<file path="src/rtl/quote_aware_whitespace_normalizer_macros.svh">
// ----------------------------------------------------------------------------
// quote_aware_whitespace_normalizer_macros.svh
// Assertion macros shared by the normalizer RTL.
// ----------------------------------------------------------------------------
`ifndef QUOTE_AWARE_WHITESPACE_NORMALIZER_MACROS_SVH
`define QUOTE_AWARE_WHITESPACE_NORMALIZER_MACROS_SVH

// Same-cycle implication, disabled during reset
`define QAWN_ASSERT_IMP(label, clk, rst, ante, cons) \
  label: assert property (@(posedge clk) disable iff (rst) (ante) |-> (cons)) \
    else $error("qawn assertion failed");

// Next-cycle implication, disabled during reset
`define QAWN_ASSERT_NXT(label, clk, rst, ante, cons) \
  label: assert property (@(posedge clk) disable iff (rst) (ante) |=> (cons)) \
    else $error("qawn assertion failed");

`endif

</file>
<file path="src/rtl/qawn_pkg.sv">
// ----------------------------------------------------------------------------
// qawn_pkg
// Types and constants of the quote-aware whitespace normalizer.
// ----------------------------------------------------------------------------
`default_nettype none

package qawn_pkg;

  localparam int CP_W = 21;

  localparam logic [CP_W-1:0] CH_NUL    = 21'h00;
  localparam logic [CP_W-1:0] CH_TAB    = 21'h09;
  localparam logic [CP_W-1:0] CH_SPACE  = 21'h20;
  localparam logic [CP_W-1:0] CH_DQUOTE = 21'h22;
  localparam logic [CP_W-1:0] CH_SQUOTE = 21'h27;

  // Op queue between front and back
  localparam int QUEUE_DEPTH = 4;
  localparam int QPTR_W      = $clog2(QUEUE_DEPTH);
  localparam int QCNT_W      = $clog2(QUEUE_DEPTH + 1);

  typedef enum logic [1:0] {
    QM_NONE   = 2'd0,
    QM_DOUBLE = 2'd1,
    QM_SINGLE = 2'd2
  } quote_mode_t;

  // One queued op: optional held space, then the character (or terminator)
  typedef struct packed {
    logic            add_space;
    logic [CP_W-1:0] ch;
    logic            last;
  } op_t;

  // Push side of the op queue
  typedef struct packed {
    logic valid;
    op_t  op;
  } op_push_t;

  // Pop side of the op queue
  typedef struct packed {
    logic valid;
    op_t  op;
  } op_head_t;

endpackage

`default_nettype wire

</file>
<file path="src/rtl/qawn_queue.sv">
// ----------------------------------------------------------------------------
// qawn_queue
// Small op FIFO decoupling the classifier from the output sequencer.
// ----------------------------------------------------------------------------
`default_nettype none

module qawn_queue
  import qawn_pkg::*;
(
  input  wire logic     clk,
  input  wire logic     rst,
  input  wire op_push_t push,
  output logic          ready,
  output op_head_t      head,
  input  wire logic     pop
);

  op_t               mem [QUEUE_DEPTH];
  logic [QPTR_W-1:0] wr_ptr;
  logic [QPTR_W-1:0] rd_ptr;
  logic [QCNT_W-1:0] count;
  logic              do_push;
  logic              do_pop;

  assign ready     = (count != QCNT_W'(QUEUE_DEPTH));
  assign do_push   = push.valid && ready;
  assign do_pop    = pop && (count != '0);
  assign head.valid = (count != '0);
  assign head.op    = mem[rd_ptr];

  // Storage
  always_ff @(posedge clk) begin
    if (do_push) begin
      mem[wr_ptr] <= push.op;
    end
  end

  // Pointers and fill count
  always_ff @(posedge clk) begin
    if (rst) begin
      wr_ptr <= '0;
      rd_ptr <= '0;
      count  <= '0;
    end else begin
      if (do_push) begin
        wr_ptr <= wr_ptr + QPTR_W'(1);
      end
      if (do_pop) begin
        rd_ptr <= rd_ptr + QPTR_W'(1);
      end
      case ({do_push, do_pop})
        2'b10:   count <= count + QCNT_W'(1);
        2'b01:   count <= count - QCNT_W'(1);
        default: count <= count;
      endcase
    end
  end

endmodule

`default_nettype wire

</file>
<file path="config.mk">
export PLATFORM = sky130hd
export DESIGN_NAME = qawn_queue
export DESIGN_NICKNAME = d
export VERILOG_FILES = /design/src/rtl/quote_aware_whitespace_normalizer_macros.svh /design/src/rtl/qawn_pkg.sv /design/src/rtl/qawn_queue.sv
export SDC_FILE = /design/constraint.sdc
export NUM_CORES = 1
export LEC_CHECK = 0
export BUFFER_PORTS_ARGS = -buffer_cell sky130_fd_sc_hd__buf_2
export CAP_MARGIN = 10
export CELL_PAD_IN_SITES_DETAIL_PLACEMENT = 1
export CELL_PAD_IN_SITES_GLOBAL_PLACEMENT = 1
export CORE_UTILIZATION = 50
export DETAILED_ROUTE_END_ITERATION = 10
export PLACE_DENSITY_LB_ADDON = 0.1
export SETUP_SLACK_MARGIN = 0.4
export SYNTH_ARGS = -nofsm -noshare
export SYNTH_HDL_FRONTEND = slang
export SYNTH_SLANG_ARGS = --single-unit
export TNS_END_PERCENT = 10
</file>
<file path="constraint.sdc">
create_clock -name clk -period 4.6 [get_ports clk]
set_input_delay 0.46 -clock clk [delete_from_list [all_inputs] [get_ports clk]]
set_output_delay 0.46 -clock clk [all_outputs]
set_load 0.05 [all_outputs]
</file>
; ---- Yosys cells after proc, flatten, opt, wreduce, memory -nomap -nowiden
; Memory sizes are Yosys's and may differ from the RTL's. A register that Yosys moved wholly into a read port is not among the register bits.
; Index checks and enable logic that the tools add are counted.
[op_classes]
n_eq_ne = 3
add_sub_neg = 4
reduce_logical = 4
muxes = 5
[op_table]
columns = op, n
row1 = 3-bit case mux with 2 select lines, 1
row2 = "2-bit by 1-bit adder with 2-bit output, second input constant", 2
row3 = 2-bit two-way mux, 2
row4 = "3-bit by 1-bit adder with 3-bit output, second input constant", 1
row5 = "3-bit inequality test, second input constant", 1
row6 = 3-bit nonzero test, 1
row7 = "3-bit by 1-bit subtractor with 3-bit output, second input constant", 1
row8 = "2-bit by 1-bit == test with 1-bit output, second input constant", 1
row9 = "2-bit == test, second input constant", 1
row10 = 1-bit logical AND, 2
row11 = 1-bit two-way mux, 2
row12 = 2-bit nonzero test, 1
[totals]
regBits = 7
input_bits = 27
output_inout_bits = 25
memories = 1
mem_bits_rw = 92
elab_cells = 20
[mem_list]
columns = memory, depth, word_bits, rd, rd_ports_with_merged_regs, write_ports, line
row1 = mem, 4, 23, 1, 1, 1, qawn_queue.sv:18  ; op_t mem [QUEUE_DEPTH];

; ---- Logic depth before layout (Yosys ltp)
; Gate-level depths: netlist of run 1.
[logic_depth]
depth_word = 4
ltp_mapped = 9
ltp_nobuf = 9

; ---- Worst setup path before layout of run 1
; Ideal clock, no wire load.
[synth_timing]
path_kind = input to register
start = input push[23] in the netlist's numbering
end = register count[2]
setup_time_ps = 70
t_arrival_ps = 1838
stages = 8
required_ps = 4530
n_path_buf = 0
path_slack_ps = 2692
path_cell_list = a21boi_2 -> inv_1 -> ha_1 -> inv_1 -> fa_1 -> xor2_1 -> or3_1 -> a21oi_1
[synth_between]
elab_chain_cells = 3
word_cells_on_any_way = 5
cone_classes = 2 x eq/ne / 1 x mux / 2 x reduce/logical
[synth_lines]
columns = element, line
row1 = start: declaration, qawn_queue.sv:12  ; input wire op_push_t push,
row2 = 1-bit logical AND (*), qawn_queue.sv:26  ; assign do_push = push.valid && ready;
row3 = 2-bit by 1-bit == test with 1-bit output or 2-bit == test (tied branches), qawn_queue.sv:51  ; case ({do_push, do_pop})
row4 = 3-bit case mux with 2 select lines or 2-bit nonzero test (tied branches), --
row5 = end signal: assignment, qawn_queue.sv:52  ; 2'b10: count <= count + QCNT_W'(1);
row6 = end signal: assignment, qawn_queue.sv:53  ; 2'b01: count <= count - QCNT_W'(1);
row7 = end signal: assignment, qawn_queue.sv:54  ; default: count <= count;
row8 = end: declaration, qawn_queue.sv:21  ; logic [QCNT_W-1:0] count;
; Mark *: on every way between the ends. The rest lies on a longest branch, timed or not.
; A chain may end at the register's enable or synchronous reset.

==> flow_summary_export.csv, run 1 <==
group,metric,value,unit
status,status,"finished clean",
setup_path,crit_path_max_fanout,23,
die,ios,52,
min_path,holdCritPathClass,"input port to register",
finish,syn_to_final_growth,14.2,%
die,die_w,89.5,um
cts,postCtsHoldBufs,0,
synth,ys_ff_latch,101,
timing,skew,0.0108,ns
synth,avgSynthCellArea,22.3,sq um
detailed_routing,drt_first_pass_iters,4,
setup_path,path_cells,"mux4_1 > buf_2",
detailed_routing,ant_nets,0,
cts,h-tree-depth,3,
run,cap_violations,0,
cts,cts_tree,"done",
timing,finalMaxSlewViolations,0,
synth,syn-num-nets,205,
setup_path,worstPathRequired,4.14,ns
power,p_leak,1.50,nW
cts,cts_setup_buffers,0,
cts,ctsResizeCount,0,
timing,finalSetupTns,0,ns
setup_path,slowest_delay,0.88,ns
synth,yosysTopAreaCell,"edfxtp_1",
detailed_routing,routed_wl,6.56,mm
synth,syn_area,0.00383,sq mm
timing,hold_viol_final,0,
detailed_routing,drcViolationCount,0,
cts,clk_path_buf_depth,2,
setup_path,r2r.worst_path.cells,9,
placed_design,dpl_worst_slack,2.35,ns
placed_design,portBuffers,51,
cts,clk_latency,0.36,ns
die,initial_core_util,52.2,%
power,ir_drop,0.000259,V
setup_path,endpoint_kind,"primary output",
finish,fin_nets,265,
cts,cts_buffers,9,
power,power_density,591,mW/mm^2
finish,layout-drive-gt1-share,39.2,%
global_route,grt.total_usage,18.2,%
synth,synthMostInstantiatedCell,"edfxtp_1",
placed_design,hpwl,4.40,mm
detailed_routing,via_count,1757,
timing,maxSlewHeadroom,25.0,%
synth,synth-edff-count,92,
synth,seq_area_frac_synth,76.8,%
synth,synth_top_area_share,72.1,%
cts,cts.clk_slew.worst_paths,0.10,ns
synth,yosys-top-cells-count,"edfxtp_1, mux4_2, dfxtp_1, nor2_1, inv_1",
global_route,grt_max_degree,24,
synth,synthCells,172,
timing,rsz0062_at_grt,"false",
global_route,grt_antenna_before_repair,0,
synth,ys_top_cells_by_area,"edfxtp_1, mux4_2, dfxtp_1, mux4_1, ha_1",
die,dieHeight,89.5,um
placed_design,placedInstanceArea,0.00418,sq mm
global_route,grt_pass1_vias,1939,
timing,worst_slack,2.02,ns
timing,setup_viol,0,
finish,fin_util,59.7,%
placed_design,gp_congestion,0.673,
min_path,min_path_cells,1,
detailed_routing,drtIter0Drc,92,
die,die-area,0.00801,sq mm
cts,cts_sinks,101,
timing,whs,0.306,ns
finish,num_antenna_cells,0,
global_route,grt_pass1_wl,9.99,mm
global_route,grt_overflow_total,0,
detailed_routing,viasPerCell,5.23,
synth,ys_types,25,
timing,period_share,56.1,%
setup_path,crit_type,"register to primary output",
finish,design_area,0.00437,sq mm
synth,async_reset_ff_share,0,%
setup_path,cp-start-kind,"register",
timing,max_freq,0.387,GHz
die,core,0.00733,sq mm
cts,cts-root-buf,"clkbuf_8",
synth,synthFlopType,"edfxtp_1",
finish,n_fill_cell,643,
die,rows,31,
setup_path,slowest_stage,"dfxtp_2",
synth,yosysWarningCount,0,
timing,worst_pin_slew,1.12,ns
detailed_routing,wl_per_cell,19.5,um
timing,finalCriticalPeriod,2.58,ns
setup_path,cp.arrival,2.12,ns
## kinds of logic (layout without fill, tap and decap cells)
kind of cell / count (synthesis) / in the layout / synth area share (%)
DFF: 101 / 101 / 76.8
muxes: 25 / 25 / 14.4
and+or+nand+nor: 18 / 18 / 2.29
buffers and inverters: 12 / 77 / 2.29
adders and majority gates: 6 / 6 / 2.16
AOI/OAI and AO/OA: 6 / 6 / 1.14
xor gates and xnor gates: 4 / 4 / 0.915
## sequential cells by signal, summed over array words and instances (netlist names), named ones only
signal / flops
rd_ptr: 2
wr_ptr: 2
count: 3
mem: 92
## cell usage in the layout, fill, tap and decap left out, drive strengths merged, types with 3 or more instances in the layout
master  instances
edfxtp         92
nor2            9
mux4           23
and2            4
buf            55
dfxtp           9
inv             9
xor2            3
clkbuf         10
ha              5
## report_power, final
group          switching, mW  internal, mW
Combinational          0.539         0.273
Clock                  0.299         0.259
Sequential             0.104          1.11
## final cells by class
cell class | instances | area [sq um] | area share, %
sequential | 101 | 2940 | 67.3
multi-input combinational | 59 | 800 | 18.3
clock buffer | 10 | 128 | 2.92
clock inverter | 6 | 71.3 | 1.63
inverter | 6 | 22.5 | 0.515
timing repair buffer | 55 | 285 | 6.52
tap | 99 | 124 | 2.83
## metrics by stage
step,cells,power (mW)
global route,336,2.70
detailed placement,320,2.06
global placement,320,2.03
CTS,336,2.61
finish,336,2.58
floorplan,172,1.91
## worst paths after layout
check        startpoint    endpoint  slack (ns)
max            register    head[15]        2.02
min            push[17]  mem[0][17]        0.31
max reg2reg    count[1]    count[2]        2.49
min reg2reg   rd_ptr[0]   rd_ptr[0]        0.55
## metal layers
metal | track usage [%] | share of wire (%)
met5 | 0 | 0
met4 | 8.51 | 1.1
met3 | 3.51 | 3.7
met2 | 32.0 | 53
met1 | 21.8 | 42
## critical path: cells and delay by family (launching register included)
kind,cells,cell delay [ns]
flops,1,0.88
mux,1,0.66
buf+inv,1,0.23
Note: power is estimated with default switching activity, not from simulation.
==> run 2: changes to the inputs <==
ABC_AREA = 1   (was default)
CORE_UTILIZATION = 42   (was 50)
clock period = 2.3 ns   (was 4.6 ns; I/O delays follow)
==> run 2 against run 1 <==
  * Combinational power is 140% higher
  * Sequential power up 88%
  * Register-to-register slack worse by 1.9 ns
  * Synthesized cell count is 69% higher
  * Sequential share of layout area shrank 2.3 points
  * Clock skew shrank 0.0031 ns
  * Critical path depth up 3
  * Design area up 3.8%
  * Wire length up 19%
  * Worst hold slack got worse by 0.22 ns
  * Area after synthesis up 2.5%
  * Critical endpoint is now head[17]
  * Largest cell class unchanged
==> flow_summary_export.csv, run 2 <==
group,metric,value,unit
timing,period_share,81.2,%
global_route,grt_max_degree,47,
setup_path,crit_path_max_fanout,46,
synth,ys_ff_latch,101,
die,rows,34,
power,pwr-share-clk,18.1,%
synth,yosysTopAreaCell,"edfxtp_1",
power,p_leak,1.65,nW
detailed_routing,drcViolationCount,0,
run,cap_violations,0,
synth,avgSynthCellArea,13.5,sq um
synth,ys_top_cells_by_area,"edfxtp_1, nor2_1, dfxtp_1, o21ai_0, o22ai_1",
min_path,holdCritPathClass,"input port to register",
die,initial_core_util,44.1,%
timing,worst_slack,0.432,ns
global_route,grt_overflow_total,0,
cts,clk_latency,0.34,ns
placed_design,hpwl,4.82,mm
power,ir_drop,0.000503,V
global_route,grt_pass1_vias,2390,
power,power_density,1130,mW/mm^2
cts,cts_sinks,101,
finish,top_register,"mem",
placed_design,gp_congestion,0.700,
finish,n_fill_cell,943,
finish,largest_register_ffs,92,
setup_path,worstPathRequired,2.07,ns
power,p_int,3.07,mW
cts,h-tree-depth,3,
synth,synth_top_area_share,70.4,%
detailed_routing,routed_wl,7.82,mm
detailed_routing,wl_per_cell,16.8,um
cts,clk_path_buf_depth,2,
finish,final_cell_mix,"edfxtp_1, nor2_1, buf_2",
global_route,grt_antenna_before_repair,0,
timing,setup_viol,0,
die,die-area,0.00973,sq mm
timing,finalSetupTns,0,ns
die,core,0.00889,sq mm
synth,syn_area,0.00392,sq mm
die,ios,52,
cts,cts-root-buf,"clkbuf_8",
finish,num_antenna_cells,0,
status,status,"finished clean",
synth,seq_area_frac_synth,75.0,%
global_route,grt.total_usage,17.2,%
timing,maxSlewHeadroom,75.8,%
synth,synthFlopType,"edfxtp_1",
placed_design,dpl_worst_slack,0.465,ns
placed_design,dp.cells,446,
setup_path,cp.arrival,1.64,ns
cts,postCtsHoldBufs,0,
detailed_routing,drtIter0Drc,88,
power,power,5.14,mW
synth,async_reset_ff_share,0,%
timing,worst_pin_slew,0.364,ns
setup_path,crit_type,"register to primary output",
synth,ys_types,21,
die,die_w,98.7,um
timing,hold_viol_final,0,
detailed_routing,viasPerCell,5.18,
finish,fin_cells,466,
timing,rsz0062_at_grt,"true",
cts,cts_tree,"done",
synth,synth-edff-count,92,
cts,cts.clk_slew.worst_paths,0.09,ns
finish,syn_to_final_growth,15.8,%
cts,cts_buffers,9,
setup_path,cp-start-kind,"register",
timing,finalMaxSlewViolations,0,
finish,fin_nets,388,
finish,reg_top3,"mem: 92 flops, count: 3 flops",
setup_path,endpoint_kind,"primary output",
timing,finalCriticalPeriod,1.87,ns
finish,layout_commonest_cell,"edfxtp_1",
power,power_frac_seq,44.4,%
synth,synthCells,290,
synth,yosys-top-cells-count,"edfxtp_1, nor2_1, o21ai_0, o22ai_1, o21ai_1",
detailed_routing,drt_first_pass_iters,4,
power,p_sw,2.07,mW
timing,max_freq,0.535,GHz
global_route,grt_pass1_wl,12.4,mm
synth,synthMostInstantiatedCell,"edfxtp_1",
detailed_routing,via_count,2416,
finish,layout-drive-gt1-share,26.8,%
timing,skew,0.00768,ns
placed_design,portBuffers,51,
die,dieHeight,98.7,um
detailed_routing,ant_nets,0,
power,p_sw_share,40.3,%
synth,yosysWarningCount,0,
timing,whs,0.0891,ns
power,p_comb_share,37.5,%
synth,syn-num-nets,323,
-- run 2: changes by cell type after synthesis, sizes merged, moves of 12 or more --
cell | previous run | this run
nor2 | 9 | 56
nand2 | 1 | 15
o22ai | 0 | 23
o21ai | 1 | 48
mux4 | 23 | 0
inv | 6 | 18
-- run 2: layer usage --
metal | routed length (um) | GRT usage [%] | vias up
li1 | - | - | 1179
met1 | 3690 | 22.5 | 1193
met2 | 3880 | 28.7 | 39
met3 | 181 | 4.04 | 5
met4 | 65 | 5.17 | 0
met5 | 0 | 0 | -
-- run 2: layout make-up --
class / count / area, sq um / area share (%)
clock buffer: 9 / 124 / 2.73
clock inverter: 5 / 30.0 / 0.661
inverter: 18 / 86.3 / 1.90
multi-input combinational: 158 / 813 / 17.9
sequential: 101 / 2950 / 65.0
tap: 108 / 135 / 2.98
timing repair buffer: 67 / 403 / 8.87
-- run 2: worst paths after layout --
| path | startpoint | end | slack, ns | cells after the start |
|---|---|---|---|---|
| worst min register to register | rd_ptr[1] | register | 0.50 | 2 |
| worst max register to register | count[0] | count[2] | 0.60 | 12 |
| worst min-delay path | push[6] | mem[1][6] | 0.09 | 1 |
| worst max-delay path | register | head[17] | 0.43 | 5 |
-- run 2: repair_timing --
| item | 4_1_cts | 5_1_grt |
|---|---|---|
| gates resized for setup | 6 | 7 |
| endpoints found under the setup margin | 23 | 21 |
| pin swaps | 0 | 2 |
| setup buffers | 1 | 5 |
-- run 2: logic make-up (layout without fill, tap and decap cells) --
logic type | count (synthesis) | in the layout | synth area share, %
DFF | 101 | 101 | 75.0
AOI/OAI and AO/OA | 76 | 76 | 10.4
and+or+nand+nor | 76 | 76 | 7.81
buffers and inverters | 31 | 99 | 4.66
adders and majority gates | 6 | 6 | 2.10
-- run 2: worst max-delay path: stages (launching register included) --
cell and delay [ns]:
dfxtp_4 0.41, buf_12 0.15, inv_16 0.14, o21ai_0 0.11, o22ai_1 0.18, buf_2 0.30
-- run 2: through the flow --
stage	area (sq um)	util, %
after global routing	4540	51.1
after detailed placement	4290	48.3
after global placement	4290	48.3
after floorplan	3920	-
after CTS	4470	50.3
final	4540	51.1
-- run 2: power by group through the flow --
| stage | clock network [mW] | registers (mW) | logic [mW] |
|---|---|---|---|
| after floorplan | 0 | 2.28 | 1.47 |
| after global placement | 0 | 2.35 | 1.78 |
| after detailed placement | 0 | 2.35 | 1.81 |
| after CTS | 0.972 | 2.30 | 1.87 |
| after global routing | 1.04 | 2.30 | 2.09 |
| final | 0.933 | 2.28 | 1.93 |
